$ cat config.mk
export PLATFORM = sky130hd
export DESIGN_NAME = scan_repetition_counter
export DESIGN_NICKNAME = d
export VERILOG_FILES = /design/src/rtl/core/scr_pkg.sv /design/src/rtl/core/scr_div.sv /design/src/rtl/core/scan_repetition_counter.sv
export SDC_FILE = /design/constraint.sdc
export NUM_CORES = 1
export LEC_CHECK = 0
export BUFFER_PORTS_ARGS = -buffer_cell sky130_fd_sc_hd__buf_2
export CAP_MARGIN = 10
export CORE_ASPECT_RATIO = 2
export CORE_MARGIN = 8
export CORE_UTILIZATION = 31
export CTS_CLUSTER_DIAMETER = 100
export DETAILED_ROUTE_END_ITERATION = 16
export PLACE_DENSITY = 0.47
export SLEW_MARGIN = 5
export SYNTH_ARGS = -nofsm -noshare
export SYNTH_HDL_FRONTEND = slang
export SYNTH_SLANG_ARGS = --single-unit
$ cat constraint.sdc
create_clock -name clk -period 8.22 [get_ports clk]
set_input_delay 1.233 -clock clk [delete_from_list [all_inputs] [get_ports clk]]
set_output_delay 1.233 -clock clk [all_outputs]
set_load 0.005 [all_outputs]
$ cat src/rtl/core/scr_pkg.sv
package scr_pkg;

    // Default width of the millisecond time base.
    localparam int TIME_BITS_DEF = 32;

    // Width of the divisor and remainder in the shared divider.
    localparam int DIVISOR_W = 16;

    // Reset value of the simulated repetition period in milliseconds.
    localparam logic [15:0] PERIOD_RESET = 16'd2000;

    // Item function codes.
    localparam logic [1:0] FUNC_UPDATE = 2'd0;
    localparam logic [1:0] FUNC_START  = 2'd1;
    localparam logic [1:0] FUNC_RESET  = 2'd2;

    // Trigger source modes; the remaining codes behave as the external counter.
    localparam logic [1:0] MODE_SIM    = 2'd0;
    localparam logic [1:0] MODE_SERIAL = 2'd1;

    // Configuration register indexes.
    localparam logic [1:0] REG_MODE    = 2'd0;
    localparam logic [1:0] REG_PERIOD  = 2'd1;
    localparam logic [1:0] REG_SLICES  = 2'd2;
    localparam logic [1:0] REG_TRIGGER = 2'd3;

    // Handshake between the sequencer and the divider.
    typedef struct packed {
        logic busy;
        logic done;
    } div_status_t;

endpackage

$ cat src/rtl/core/scr_div.sv
module scr_div #(
    parameter int DVD_W = scr_pkg::TIME_BITS_DEF + 8
) (
    input  logic                         clk,
    input  logic                         rst_n,
    input  logic                         start,
    input  logic [DVD_W-1:0]             dividend,
    input  logic [scr_pkg::DIVISOR_W-1:0] divisor,
    output scr_pkg::div_status_t         status,
    output logic [DVD_W-1:0]             quotient,
    output logic [scr_pkg::DIVISOR_W-1:0] remainder
);

    localparam int DSR_W = scr_pkg::DIVISOR_W;
    localparam int CNT_W = $clog2(DVD_W + 1);

    logic [DVD_W-1:0] dvd_reg, dvd_next;
    logic [DSR_W-1:0] rem_reg, rem_next;
    logic [DSR_W-1:0] dsr_reg, dsr_next;
    logic [CNT_W-1:0] cnt_reg, cnt_next;
    logic             busy_reg, busy_next;
    logic             done_reg, done_next;

    logic [DSR_W:0]   rem_sh;
    logic [DSR_W:0]   rem_sub;
    logic             ge;

    // One restoring step per cycle: shift in the next dividend bit, try to
    // subtract the divisor, and shift the quotient bit into the dividend word.
    assign rem_sh  = {rem_reg, dvd_reg[DVD_W-1]};
    assign rem_sub = rem_sh - {1'b0, dsr_reg};
    assign ge      = (rem_sh >= {1'b0, dsr_reg});

    always_comb
    begin
        dvd_next  = dvd_reg;
        rem_next  = rem_reg;
        dsr_next  = dsr_reg;
        cnt_next  = cnt_reg;
        busy_next = busy_reg;
        done_next = 1'b0;
        if (start)
        begin
            dvd_next  = dividend;
            rem_next  = '0;
            dsr_next  = divisor;
            cnt_next  = CNT_W'(DVD_W);
            busy_next = 1'b1;
        end
        else if (busy_reg)
        begin
            rem_next = ge ? rem_sub[DSR_W-1:0] : rem_sh[DSR_W-1:0];
            dvd_next = {dvd_reg[DVD_W-2:0], ge};
            cnt_next = cnt_reg - 1'b1;
            if (cnt_reg == CNT_W'(1))
            begin
                busy_next = 1'b0;
                done_next = 1'b1;
            end
        end
    end

    always_ff @(posedge clk or negedge rst_n)
    begin
        if (!rst_n)
        begin
            cnt_reg  <= '0;
            busy_reg <= 1'b0;
            done_reg <= 1'b0;
        end
        else
        begin
            cnt_reg  <= cnt_next;
            busy_reg <= busy_next;
            done_reg <= done_next;
        end
    end

    always_ff @(posedge clk)
    begin
        dvd_reg <= dvd_next;
        rem_reg <= rem_next;
        dsr_reg <= dsr_next;
    end

    assign status.busy = busy_reg;
    assign status.done = done_reg;
    assign quotient    = dvd_reg;
    assign remainder   = rem_reg;

    a_done_after_busy: assert property (@(posedge clk) disable iff (!rst_n)
        done_reg |-> $past(busy_reg))
        else $error("divider finished without running");

    a_start_runs: assert property (@(posedge clk) disable iff (!rst_n)
        start |=> busy_reg && cnt_reg == CNT_W'(DVD_W))
        else $error("divider did not load on start");

    a_busy_count: assert property (@(posedge clk) disable iff (!rst_n)
        busy_reg |-> cnt_reg != '0)
        else $error("divider busy with an empty step count");

endmodule

$ cat src/rtl/core/scan_repetition_counter.sv
// Channel   Direction  Signals                          Content
// s_        in         s_tvalid s_tready s_tdata s_tuser one command item
// m_        out        m_tvalid m_tready m_tdata m_tuser one result per item
// cfg_      in         cfg_valid cfg_ready cfg_index    register write
//                      cfg_data
//
// An item is taken only in the idle state. Start, reset, no-op and most updates
// pass through idle with the transfer, evaluate, then finish. A serial slice
// update runs the shared restoring divider over TIME_BITS + 8 steps; a
// simulated-mode slice update adds a multiply step before the divider.
// The result sits in an output register, so the next item is taken while it
// waits; a held result only delays the finish of the following item.
// Reset clears all counters and the start and zero timestamps; the period register resets to
// 2000 ms. Configuration writes are accepted in every cycle.
module scan_repetition_counter #(
    parameter int TIME_BITS = scr_pkg::TIME_BITS_DEF
) (
    input  logic        clk,
    input  logic        rst_n,
    input  logic        s_tvalid,
    output logic        s_tready,
    // From bit 0: now_time[31:0], byte_count[33:32], byte_first[41:34],
    // byte_second[49:42], ext_count[65:50], zero fill[71:66].
    input  logic [71:0] s_tdata,
    // From bit 0: func[1:0].
    input  logic [1:0]  s_tuser,
    output logic        m_tvalid,
    input  logic        m_tready,
    // From bit 0: rep_count[15:0], last_rep_len[47:16], slice_now[63:48].
    output logic [63:0] m_tdata,
    // From bit 0: new_rep[0].
    output logic [0:0]  m_tuser,
    input  logic        cfg_valid,
    output logic        cfg_ready,
    input  logic [1:0]  cfg_index,
    input  logic [15:0] cfg_data
);

    localparam int DW    = TIME_BITS + 8;
    localparam int DSR_W = scr_pkg::DIVISOR_W;

    typedef enum logic [2:0] {
        S_IDLE,
        S_EVAL,
        S_MUL,
        S_DIV,
        S_FIN
    } state_t;

    // Configuration registers.
    logic [1:0]  mode_reg;
    logic [15:0] period_reg;
    logic [7:0]  spr_reg;
    logic [7:0]  trig_reg;

    // Block state.
    state_t               state_reg, state_next;
    logic                 running_reg, running_next;
    logic [TIME_BITS-1:0] rep_start_reg, rep_start_next;
    logic [TIME_BITS-1:0] zero_reg, zero_next;
    logic [15:0]          rep_num_reg, rep_num_next;
    logic [TIME_BITS-1:0] prev_len_reg, prev_len_next;
    logic [15:0]          slice_reg, slice_next;
    logic                 fired_reg, fired_next;
    logic                 serial_div_reg, serial_div_next;

    // Captured input item.
    logic [1:0]           func_reg;
    logic [TIME_BITS-1:0] now_reg;
    logic [1:0]           nb_reg;
    logic [7:0]           b0_reg;
    logic [7:0]           b1_reg;
    logic [15:0]          ext_reg;

    // Output register.
    logic        m_tvalid_reg, m_tvalid_next;
    logic [63:0] m_tdata_reg, m_tdata_next;
    logic [0:0]  m_tuser_reg, m_tuser_next;

    logic [63:0]          now_wide;
    logic [TIME_BITS-1:0] elapsed;
    logic [TIME_BITS-1:0] since_zero;
    logic [DW-1:0]        product;
    logic [15:0]          slice_val;
    logic [15:0]          slice_m1;
    logic                 sim_fire;

    logic                 div_start;
    logic [DW-1:0]        div_dividend;
    logic [DSR_W-1:0]     div_divisor;
    scr_pkg::div_status_t div_stat;
    logic [DW-1:0]        div_quo;
    logic [DSR_W-1:0]     div_rem;

    assign cfg_ready = 1'b1;
    assign s_tready  = (state_reg == S_IDLE);

    // Time stamps wrap at TIME_BITS; a narrower base drops the high bits.
    assign now_wide   = {32'd0, s_tdata[31:0]};
    assign elapsed    = now_reg - rep_start_reg;
    assign since_zero = now_reg - zero_reg;
    assign sim_fire   = (elapsed > TIME_BITS'(period_reg));

    // The simulated slice is floor(since_zero * slices / period); the product
    // is formed once and handed to the divider.
    assign product    = DW'(since_zero) * DW'(spr_reg);

    // Serial slice number, high byte first; a single byte leaves the low
    // byte at zero.
    assign slice_val  = {b0_reg, (nb_reg >= 2'd2) ? b1_reg : 8'd0};
    assign slice_m1   = slice_val - 16'd1;

    always_ff @(posedge clk or negedge rst_n)
    begin
        if (!rst_n)
        begin
            mode_reg   <= scr_pkg::MODE_SIM;
            period_reg <= scr_pkg::PERIOD_RESET;
            spr_reg    <= '0;
            trig_reg   <= '0;
        end
        else if (cfg_valid && cfg_ready)
        begin
            unique case (cfg_index)
                scr_pkg::REG_MODE:    mode_reg   <= cfg_data[1:0];
                scr_pkg::REG_PERIOD:  period_reg <= cfg_data;
                scr_pkg::REG_SLICES:  spr_reg    <= cfg_data[7:0];
                scr_pkg::REG_TRIGGER: trig_reg   <= cfg_data[7:0];
                default:              mode_reg   <= mode_reg;
            endcase
        end
    end

    always_ff @(posedge clk)
    begin
        if (s_tvalid && s_tready)
        begin
            func_reg <= s_tuser;
            now_reg  <= now_wide[TIME_BITS-1:0];
            nb_reg   <= s_tdata[33:32];
            b0_reg   <= s_tdata[41:34];
            b1_reg   <= s_tdata[49:42];
            ext_reg  <= s_tdata[65:50];
        end
    end

    // Divider launch: from the evaluate step for a serial slice, or from the
    // multiply step for a simulated slice.
    always_comb
    begin
        div_start    = 1'b0;
        div_dividend = DW'(slice_m1);
        div_divisor  = DSR_W'(spr_reg);
        if (state_reg == S_MUL)
        begin
            div_start    = 1'b1;
            div_dividend = product;
            div_divisor  = period_reg;
        end
        else if (state_reg == S_EVAL && func_reg == scr_pkg::FUNC_UPDATE
                 && running_reg && mode_reg == scr_pkg::MODE_SERIAL
                 && nb_reg != 2'd0 && spr_reg != 8'd0 && slice_val != 16'd0)
        begin
            div_start = 1'b1;
        end
    end

    always_comb
    begin
        state_next      = state_reg;
        running_next    = running_reg;
        rep_start_next  = rep_start_reg;
        zero_next       = zero_reg;
        rep_num_next    = rep_num_reg;
        prev_len_next   = prev_len_reg;
        slice_next      = slice_reg;
        fired_next      = fired_reg;
        serial_div_next = serial_div_reg;
        m_tvalid_next   = m_tvalid_reg;
        m_tdata_next    = m_tdata_reg;
        m_tuser_next    = m_tuser_reg;

        if (m_tvalid_reg && m_tready)
        begin
            m_tvalid_next = 1'b0;
        end

        unique case (state_reg)
            S_IDLE:
            begin
                if (s_tvalid)
                begin
                    state_next = S_EVAL;
                    fired_next = 1'b0;
                end
            end
            S_EVAL:
            begin
                state_next = S_FIN;
                unique case (func_reg)
                    scr_pkg::FUNC_START:
                    begin
                        running_next   = 1'b1;
                        rep_start_next = now_reg;
                    end
                    scr_pkg::FUNC_RESET:
                    begin
                        zero_next     = now_reg;
                        rep_num_next  = '0;
                        prev_len_next = '0;
                        slice_next    = '0;
                    end
                    scr_pkg::FUNC_UPDATE:
                    begin
                        if (running_reg)
                        begin
                            unique case (mode_reg)
                                scr_pkg::MODE_SIM:
                                begin
                                    if (sim_fire)
                                    begin
                                        rep_num_next   = rep_num_reg + 16'd1;
                                        prev_len_next  = elapsed;
                                        rep_start_next = now_reg;
                                        fired_next     = 1'b1;
                                    end
                                    else if (spr_reg == 8'd0 || period_reg == 16'd0)
                                    begin
                                        slice_next = '0;
                                    end
                                    else
                                    begin
                                        serial_div_next = 1'b0;
                                        state_next      = S_MUL;
                                    end
                                end
                                scr_pkg::MODE_SERIAL:
                                begin
                                    if (div_start)
                                    begin
                                        serial_div_next = 1'b1;
                                        state_next      = S_DIV;
                                    end
                                    else if (nb_reg != 2'd0 && spr_reg == 8'd0
                                             && b0_reg == trig_reg)
                                    begin
                                        rep_num_next   = rep_num_reg + 16'd1;
                                        prev_len_next  = elapsed;
                                        rep_start_next = now_reg;
                                        fired_next     = 1'b1;
                                    end
                                end
                                default:
                                begin
                                    if (ext_reg != rep_num_reg)
                                    begin
                                        rep_num_next   = ext_reg;
                                        prev_len_next  = elapsed;
                                        rep_start_next = now_reg;
                                        fired_next     = 1'b1;
                                    end
                                end
                            endcase
                        end
                    end
                    default:
                    begin
                        fired_next = 1'b0;
                    end
                endcase
            end
            S_MUL:
            begin
                state_next = S_DIV;
            end
            S_DIV:
            begin
                if (div_stat.done)
                begin
                    state_next = S_FIN;
                    if (serial_div_reg)
                    begin
                        // Repetition number from the slice; a slice that opens
                        // a repetition leaves a zero remainder.
                        slice_next   = slice_val;
                        rep_num_next = div_quo[15:0] + 16'd1;
                        if (div_rem == '0)
                        begin
                            prev_len_next  = elapsed;
                            rep_start_next = now_reg;
                            fired_next     = 1'b1;
                        end
                    end
                    else
                    begin
                        slice_next = div_quo[15:0];
                    end
                end
            end
            S_FIN:
            begin
                if (!m_tvalid_reg || m_tready)
                begin
                    m_tvalid_next = 1'b1;
                    m_tuser_next  = fired_reg;
                    m_tdata_next  = {slice_reg, 32'(prev_len_reg), rep_num_reg};
                    state_next    = S_IDLE;
                end
            end
            default:
            begin
                state_next = S_IDLE;
            end
        endcase
    end

    always_ff @(posedge clk or negedge rst_n)
    begin
        if (!rst_n)
        begin
            state_reg      <= S_IDLE;
            running_reg    <= 1'b0;
            rep_start_reg  <= '0;
            zero_reg       <= '0;
            rep_num_reg    <= '0;
            prev_len_reg   <= '0;
            slice_reg      <= '0;
            fired_reg      <= 1'b0;
            serial_div_reg <= 1'b0;
            m_tvalid_reg   <= 1'b0;
            m_tdata_reg    <= '0;
            m_tuser_reg    <= '0;
        end
        else
        begin
            state_reg      <= state_next;
            running_reg    <= running_next;
            rep_start_reg  <= rep_start_next;
            zero_reg       <= zero_next;
            rep_num_reg    <= rep_num_next;
            prev_len_reg   <= prev_len_next;
            slice_reg      <= slice_next;
            fired_reg      <= fired_next;
            serial_div_reg <= serial_div_next;
            m_tvalid_reg   <= m_tvalid_next;
            m_tdata_reg    <= m_tdata_next;
            m_tuser_reg    <= m_tuser_next;
        end
    end

    assign m_tvalid = m_tvalid_reg;
    assign m_tdata  = m_tdata_reg;
    assign m_tuser  = m_tuser_reg;

    scr_div #(
        .DVD_W (DW)
    ) u_div (
        .clk       (clk),
        .rst_n     (rst_n),
        .start     (div_start),
        .dividend  (div_dividend),
        .divisor   (div_divisor),
        .status    (div_stat),
        .quotient  (div_quo),
        .remainder (div_rem)
    );

    a_start_when_free: assert property (@(posedge clk) disable iff (!rst_n)
        div_start |-> !div_stat.busy)
        else $error("divider launched while busy");

    a_ready_div_idle: assert property (@(posedge clk) disable iff (!rst_n)
        s_tready |-> !div_stat.busy)
        else $error("input ready while a division runs");

    a_accept_eval: assert property (@(posedge clk) disable iff (!rst_n)
        s_tvalid && s_tready |=> state_reg == S_EVAL)
        else $error("accepted item not evaluated");

    a_done_in_div: assert property (@(posedge clk) disable iff (!rst_n)
        div_stat.done |-> state_reg == S_DIV)
        else $error("division finished outside the divide step");

endmodule
Word level (Yosys, flattened, before mapping)
Cells that the tools add are included.
{"block": "totals", "in_bits": 97, "register_bits": 382, "output_inout_bits": 68}
{"block": "classes", "n_mux": 85, "n_addsub": 7, "multipliers": 1, "magnitude_cmp": 3, "reduce_logical": 42, "n_eq_ne": 32}
{"cell": "32-bit two-way mux", "n": 16}
{"cell": "32-bit case mux with 2 select lines", "n": 6}
{"cell": "16-bit two-way mux", "n": 14}
{"cell": "16-bit case mux with 2 select lines", "n": 5}
{"cell": "40-bit two-way mux", "n": 3}
{"cell": "32-bit subtractor", "n": 2}
{"cell": "32-bit by 8-bit multiplier with 40-bit output", "n": 1}
{"cell": "16-bit by 1-bit adder with 16-bit output (second input constant)", "n": 2}
{"cell": "32-bit by 16-bit > comparator with 1-bit output", "n": 1}
{"cell": "16-bit zero test", "n": 2}
{"cell": "3-bit two-way mux", "n": 8}
{"cell": "1-bit two-way mux", "n": 23}
{"cell": "10-bit AND reduction", "n": 2}
{"cell": "17-bit by 16-bit greater-or-equal comparator with 1-bit output", "n": 1}
{"cell": "8-bit two-way mux", "n": 2}
{"cell": "16-bit inequality test", "n": 1}
{"cell": "2-bit inequality test (second input constant)", "n": 8}
{"cell": "16-bit nonzero test", "n": 1}
{"cell": "16-bit by 1-bit subtractor with 16-bit output (second input constant)", "n": 1}
{"cell": "16-bit subtractor", "n": 1}
{"cell": "3-bit case mux with 5 select lines", "n": 1}
{"cell": "2-bit AND reduction", "n": 7}
{"cell": "7-bit AND reduction", "n": 2}
{"cell": "6-bit two-way mux", "n": 2}
{"cell": "32 further kinds", "n": 58}

Longest topological paths before layout
Gate-level depths: netlist of run 1.
{"block": "depth", "word_depth": 14, "depth_mapped": 33, "depth_no_buf": 33}

Hierarchy
Synthesis of run 1 repeated with hierarchy kept, for this count alone.
{"block": "unflattened", "hier_cells": 3014, "area_unflattened_um2": 29742.3}
{"mod": "scan_repetition_counter", "area_each_um2": 25470.7, "cells_each": 2640, "seq_area_each_um2": 7905.1, "instances": 1}
{"mod": "scr_div", "area_each_um2": 4271.6, "cells_each": 374, "seq_area_each_um2": 2202.1, "instances": 1}

Worst setup path before layout of run 1
No wires, ideal clock.
{"block": "synth_timing", "path_kind": "reg2reg", "start": "reg now_reg[0]", "end": "reg u_div.dvd_reg[37] (netlist: u_div.quotient[37]) (data pin)", "period_less_slack_ps": 7531, "setup_slack_ps": 689, "setup_ps": 271, "arrival_time_ps": 7259, "path_stages_with_launch": 33, "cell_sequence": "edfxtp_1 -> inv_1 -> ha_1 -> fa_1 -> nand2b_1 -> a21boi_0 -> o21ai_0 -> a211oi_1 -> o31a_1 -> a21boi_0 -> o21ai_0 -> a21o_1 -> a21oi_1 -> xnor2_1 -> and2_1 -> fa_1 -> fa_1 -> fa_1 -> inv_1 -> fa_1 -> inv_1 -> ha_1 -> clkbuf_1 -> nand2_1 -> nor3_1 -> nand2_1 -> a2111oi_0 -> o2111ai_1 -> a21boi_0 -> o21ai_0 -> a21oi_1 -> xnor2_1 -> o22ai_1"}
{"block": "synth_between", "elab_chain_len": 4}
{"item": "start, declared", "line_no": "scan_repetition_counter.sv:69", "source": "logic [TIME_BITS-1:0] now_reg;"}
{"item": "start signal, assigned", "line_no": "scan_repetition_counter.sv:139", "source": "now_reg <= now_wide[TIME_BITS-1:0];"}
{"item": "32-bit subtractor", "line_no": "scan_repetition_counter.sv:101", "source": "assign since_zero = now_reg - zero_reg;"}
{"item": "32-bit by 8-bit multiplier with 40-bit output", "line_no": "scan_repetition_counter.sv:106", "source": "assign product = DW'(since_zero) * DW'(spr_reg);"}
{"item": "40-bit two-way mux", "line_no": "scan_repetition_counter.sv:154", "source": "if (state_reg == S_MUL)"}
{"item": "40-bit two-way mux", "line_no": "scr_div.sv:42", "source": "if (start)"}
{"item": "via u_div.dvd_next[37]", "line_no": "scr_div.sv:17", "source": "logic [DVD_W-1:0] dvd_reg, dvd_next;"}
{"item": "end signal, assigned", "line_no": "scr_div.sv:81", "source": "dvd_reg <= dvd_next;"}
{"item": "end, declared", "line_no": "scr_div.sv:17"}
The timed path passes the listed nets, and every way through them passes these cells.
A chain may end at the register's enable or synchronous reset.

Worst setup path after layout of run 1
{"block": "layout_timing", "start": "reg now_reg[11]", "end": "reg u_div.dvd_reg[39] (netlist: u_div.quotient[39]) (data pin)"}
The elaborated chain is that of the path after synthesis.

==> summary.txt, run 1 <==
Floorplanning
  • Die extent in y: 451.4 µm
  • Boundary Pins: 165
  • Initial core utilization: 0.3110
  • Row count: 160
  • Die X-Extent: 233.7 µm
  • Core footprint: 94490 µm²
  • Die ar.: 105500 µm²

Logic synthesis
  • Cell area after synthesis: 29380 µm²
  • Async set-reset flop share out of synthesis: 0.6335
  • Synthesis Warnings: 0
  • Post-synthesis cell type count: 88
  • Seq/Total Area, Yosys: 0.3440
  • Ys flop type: dfrtp_1
  • Mapped Nets: 3453
  • Synth Area per Inst: 9.758 µm²
  • Synthesized netlist cell count: 3011
  • #FFs+latches synth: 382
  • Number of synthesized flops with an enable pin: 124

Route
  • Post-DR wirelength/cell: 19.54 µm
  • DRT Wirelength: 86.71 mm
  • Pre-antenna DRT Iters: 7
  • Drc violations: 0
  • Vias per cell: 4.976
  • Post-route ant nets: 0
  • Initial DRC Count: 1204
  • Vias: 22080

Clock network
  • Clk Latency, worst-skew pair: 0.59 ns
  • Htree depth: 2
  • Root buf cell: clkbuf_16
  • Num Clock Sinks: 382
  • Clk slew on worst S/H paths: 0.07 ns
  • CTS Buf Count: 41
  • Clock Path Buffers: 3
  • CTS tree: built

Setup path
  • Critical Path RT: 8.49 ns
  • Worst Path Arrival: 7.99 ns
  • CP Launch Type: flip-flop
  • Most used cell, CP: fa_1
  • Worst path bufs/invs: 4
  • Slowest stage delay, CP: 0.56 ns
  • Family with the most delay on the worst path: adder cells
  • Crit-path max FO: 5
  • FF-to-FF path depth: 31
  • Setup crit end kind: flip-flop
  • CP max stage cell: fa_1
  • CP Depth: 31
  • Worst setup path class: reg -> reg

Timing
  • Post-layout min period: 7.720 ns
  • Clock Skew: 0.04059 ns
  • Final hold vios: 0
  • Max-slew violations: 0
  • # setup viols final: 0
  • Final period util: 0.9392
  • Least-Margin Pin Slew: 1.179 ns
  • RSZ-0062 raised after global routing: no
  • Slew headroom: 0.2137
  • Fmax: 129.5 MHz

Global route
  • Tot GR Track Use: 0.1643
  • Vias in the first global route: 22620
  • Largest net degree at the start of global routing: 145
  • Remaining Overflow, GRT: 0
  • Initial antenna violation count: 4
  • First-pass GRT wire length: 136.3 mm

Place
  • I/O Buffers: 157
  • Final GP Congestion: 0.8740
  • Cell Area, Placed: 32040 µm²
  • DP Wirelength: 68.09 mm

Job
  • Max Cap Viol: 0

Worst hold path
  • HP Class: reg -> reg
  • Hold Crit Depth: 2

Outcome
  • Outcome: finished, final reports clean

Final layout
  • Nets: 3628
  • Area Growth Syn to Fin: 14.30%
  • Share of cells above drive strength 1: 0.1631
  • Largest register FFs: 64
  • Filler cell count: 9637
  • Final instance area: 33580 µm²
  • Commonest non-fill, non-tap cell in the layout: inv_1
  • Most frequent cells in the layout: inv_1, nand2_1, dfrtp_1, and2_1, fa_1
worst paths after layout:
check | start | to | slack [ns]
max | now_reg[11]$_DFFE_PP_ | u_div.quotient[39]$_DFFE_PP_ | 0.50
min | u_div.remainder[15]$_SDFFE_PN0P_ | u_div.remainder[15]$_SDFFE_PN0P_ | 0.48
max reg2reg | now_reg[11]$_DFFE_PP_ | u_div.quotient[39]$_DFFE_PP_ | 0.50
min reg2reg | u_div.remainder[15]$_SDFFE_PN0P_ | u_div.remainder[15]$_SDFFE_PN0P_ | 0.48
max in group asynchronous | rst_n | rep_start_reg[27]$_DFFE_PN0P_ | 6.25
min in group asynchronous | rst_n | slice_reg[12]$_DFFE_PN0P_ | 0.67
worst register-to-register path, delay by kind of cell (launching register included):
kind | cells | cell delay, ns
fa+ha+maj | 6 | 2.76
compound gates | 13 | 2.21
simple gates | 6 | 1.18
flops | 1 | 0.46
buf+inv | 4 | 0.44
xor+xnor | 2 | 0.36
routing by layer:
metal  vias up  track usage  part of all wire
met1     10950       0.2217              0.46
li1      10700            -                 -
met3        86      0.02056             0.035
met2       343       0.2767              0.48
met5         -            0           0.00015
met4         2      0.03974             0.025
synthesized netlist by cell type, drive strengths merged, types with 124 or more instances:
| master | count | area (µm²) |
|---|---|---|
| a21oi | 163 | 819.5 |
| and2 | 196 | 1226 |
| clkbuf | 124 | 465.5 |
| dfrtp | 236 | 5906 |
| edfxtp | 124 | 3724 |
| fa | 183 | 3664 |
| ha | 162 | 2027 |
| inv | 316 | 1186 |
| mux2 | 149 | 1775 |
| nand2 | 242 | 910.9 |
| nor2 | 137 | 514.2 |
| o21ai | 168 | 852.1 |
per-stage QoR:
stage	util	hold slack, ns	setup slack (ns)	instances	setup TNS, ns
final	0.3554	0.4812	0.5001	4437	0
after global routing	0.3553	0.5054	0.008800	4434	0
after CTS	0.3543	0.4912	0.01037	4431	0
after detailed placement	0.3391	0.4771	-0.1203	4355	-0.2841
after global placement	0.3391	0.4709	-0.07148	4355	-0.1677
after floorplan	-	0.4454	0.6893	3011	0
kinds of logic (layout without fill, tap and decap cells):
| kind of cell | count (synthesis) | count (layout) | synth area share |
|---|---|---|---|
| compound gates | 599 | 599 | 0.1296 |
| xor+xnor | 150 | 150 | 0.04471 |
| fa+ha+maj | 345 | 345 | 0.1937 |
| buf+inv | 458 | 666 | 0.06043 |
| flops | 382 | 382 | 0.3440 |
| mux | 176 | 176 | 0.06962 |
| other cells | 1 | 4 | 0.0001276 |
| simple gates | 900 | 900 | 0.1578 |
what timing repair did:
action / in CTS / in global routing
resized for setup: 3 / 25
cloned: 0 / 0
setup buffers: 0 / 3
hold buffers: 0 / 0
endpoints found under the setup margin: 6 / 12
hold endpoints to repair: 0 / 0
pin swaps: 0 / 9
area by class of cell:
cell class / instances / area (µm²) / area share
antenna: 3 / 7.507 / 0.0002235
clock buffer: 56 / 1175 / 0.03499
clock inverter: 20 / 252.7 / 0.007526
inverter: 317 / 1190 / 0.03543
multi-input combinational: 2171 / 17650 / 0.5256
sequential: 382 / 10110 / 0.3010
tap: 1215 / 1520 / 0.04527
timing repair buffer: 273 / 1679 / 0.05000
Power of run 1 is not shown: default switching activity piles up to over one toggle a cycle in this logic, so the estimate is an artifact.
==> inputs of run 2 (changes only) <==
--- a/config.mk
+++ b/config.mk
@@ -9,3 +9,3 @@
 export CAP_MARGIN = 10
-export CORE_ASPECT_RATIO = 2
+export CORE_ASPECT_RATIO = 1.4
 export CORE_MARGIN = 8
--- a/constraint.sdc
+++ b/constraint.sdc
@@ -3,2 +3,2 @@
 set_output_delay 1.233 -clock clk [all_outputs]
-set_load 0.005 [all_outputs]
+set_load 0.01 [all_outputs]
==> run 2 against run 1 <==
  * Highest routed layer unchanged
  * Worst setup slack lost 0.034 ns
  * Wire length grew 0.22%
  * Core utilization is 0.49 points higher
  * Via count rose by 0.12%
  * Final cell count grew 0.95%
==> summary.txt, run 2 (synthesis gave the netlist of run 1 again) <==
Outcome
  • Outcome: finished, final reports clean

Timing
  • # setup viols final: 0
  • Post-layout min period: 7.754 ns
  • Clock Skew: 0.02347 ns
  • RSZ-0062 raised after global routing: yes
  • Fmax: 129.0 MHz
  • Hold_ws: 0.4764 ns
  • Final period util: 0.9433
  • Slew headroom: 0.2309
  • Final hold vios: 0
  • Post-route setup TNS: 0 ns
  • Max-slew violations: 0
  • Least-Margin Pin Slew: 1.154 ns

Route
  • Pre-antenna DRT Iters: 7
  • Vias: 22110
  • DRT Wirelength: 86.90 mm
  • Post-DR wirelength/cell: 19.40 µm
  • Post-route ant nets: 0
  • Drc violations: 0
  • Initial DRC Count: 1165
  • Vias per cell: 4.936

Floorplanning
  • Die extent in y: 380.3 µm
  • Die X-Extent: 276.2 µm
  • Die ar.: 105000 µm²
  • Row count: 133
  • Initial core utilization: 0.3125
  • Core footprint: 94020 µm²
  • Boundary Pins: 165

Global route
  • Remaining Overflow, GRT: 0
  • First-pass GRT wire length: 135.6 mm
  • Vias in the first global route: 22660
  • Largest net degree at the start of global routing: 145
  • Tot GR Track Use: 0.1621
  • Initial antenna violation count: 3

Clock network
  • Clk Latency, worst-skew pair: 0.59 ns
  • CTS Buf Count: 44
  • Clock Path Buffers: 3
  • Clk slew on worst S/H paths: 0.06 ns
  • CTS tree: built
  • Num Clock Sinks: 382
  • Htree depth: 2
  • Root buf cell: clkbuf_16

Final layout
  • Multi-input logic area: 17670 µm²
  • Share of cells above drive strength 1: 0.1762
  • # diodes: 0
  • Nets: 3671
  • Commonest non-fill, non-tap cell in the layout: inv_1
  • FF+latch area: 10110 µm²
  • Final instance area: 33870 µm²
  • Filler cell count: 9522
  • Area Growth Syn to Fin: 15.29%
  • Largest register FFs: 64
  • Most frequent cells in the layout: inv_1, nand2_1, dfrtp_1, and2_1, fa_1

Setup path
  • Critical Path RT: 8.52 ns
  • CP Launch Type: flip-flop
  • Crit-path max FO: 6
  • Setup crit end kind: flip-flop
  • Worst setup path class: reg -> reg
  • Family with the most delay on the worst path: adder cells
  • Most used cell, CP: fa_1
  • Slowest stage delay, CP: 0.55 ns
  • CP max stage cell: fa_1
  • Worst Path Arrival: 8.05 ns
  • Worst path bufs/invs: 7

Place
  • Final GP Congestion: 0.8514
  • I/O Buffers: 157
  • DP Wirelength: 67.77 mm
  • Cell Area, Placed: 32380 µm²

Worst hold path
  • HP Class: reg -> reg

Job
  • Max Cap Viol: 0
run 2: through the flow:
| stage | setup slack (ns) | util | instances |
|---|---|---|---|
| floorplan | 0.6893 | - | 3011 |
| global placement | -0.1877 | 0.3444 | 4397 |
| detailed placement | -0.1782 | 0.3444 | 4397 |
| CTS | 0.02918 | 0.3593 | 4478 |
| global route | -0.01329 | 0.3603 | 4479 |
| finish | 0.4662 | 0.3603 | 4479 |
run 2: what timing repair did:
item / in CTS / in global routing
gates resized for setup: 6 / 29
setup buffers: 0 / 1
pin swaps: 3 / 15
setup endpoints to repair: 7 / 13
cloned: 0 / 0
hold buffers: 0 / 0
run 2: layer usage:
| metal | wire (µm) | up-vias | part of all wire | global-route usage |
|---|---|---|---|---|
| met5 | 27 | - | 0.00031 | 0 |
| met4 | 1749 | 4 | 0.020 | 0.03829 |
| met3 | 2255 | 79 | 0.026 | 0.01822 |
| met2 | 45720 | 324 | 0.53 | 0.3038 |
| met1 | 37150 | 10900 | 0.43 | 0.1964 |
| li1 | - | 10800 | - | - |
run 2: cell type report:
class                   count  area share
clock inverters            23    0.005873
inverters                 317     0.03513
multi-input cells        2171      0.5216
clock buffers              58     0.03494
well taps                1215     0.04488
flip-flops and latches    382      0.2984
repair buffers            313     0.05917
run 2: worst min-delay path, delay by kind of cell, from the launching register on:
kind | cells | cell delay, ns
simple gates | 1 | 0.05
compound gates | 1 | 0.06
flops | 1 | 0.34
run 2: final timing paths:
kind,from,to,slack (ns),cells past startpoint
setup / recovery,now_reg[0]$_DFFE_PP_,u_div.quotient[39]$_DFFE_PP_,0.47,35
hold / removal,m_tdata[6]$_DFFE_PN0P_,m_tdata[6]$_DFFE_PN0P_,0.48,2
setup reg to reg,now_reg[0]$_DFFE_PP_,u_div.quotient[39]$_DFFE_PP_,0.47,35
hold reg to reg,m_tdata[6]$_DFFE_PN0P_,m_tdata[6]$_DFFE_PN0P_,0.48,2
max in group asynchronous,rst_n,spr_reg[1]$_DFFE_PN0P_,6.27,2
min in group asynchronous,rst_n,m_tdata[38]$_DFFE_PN0P_,0.64,1
Power of run 2 is left out for the same reason.
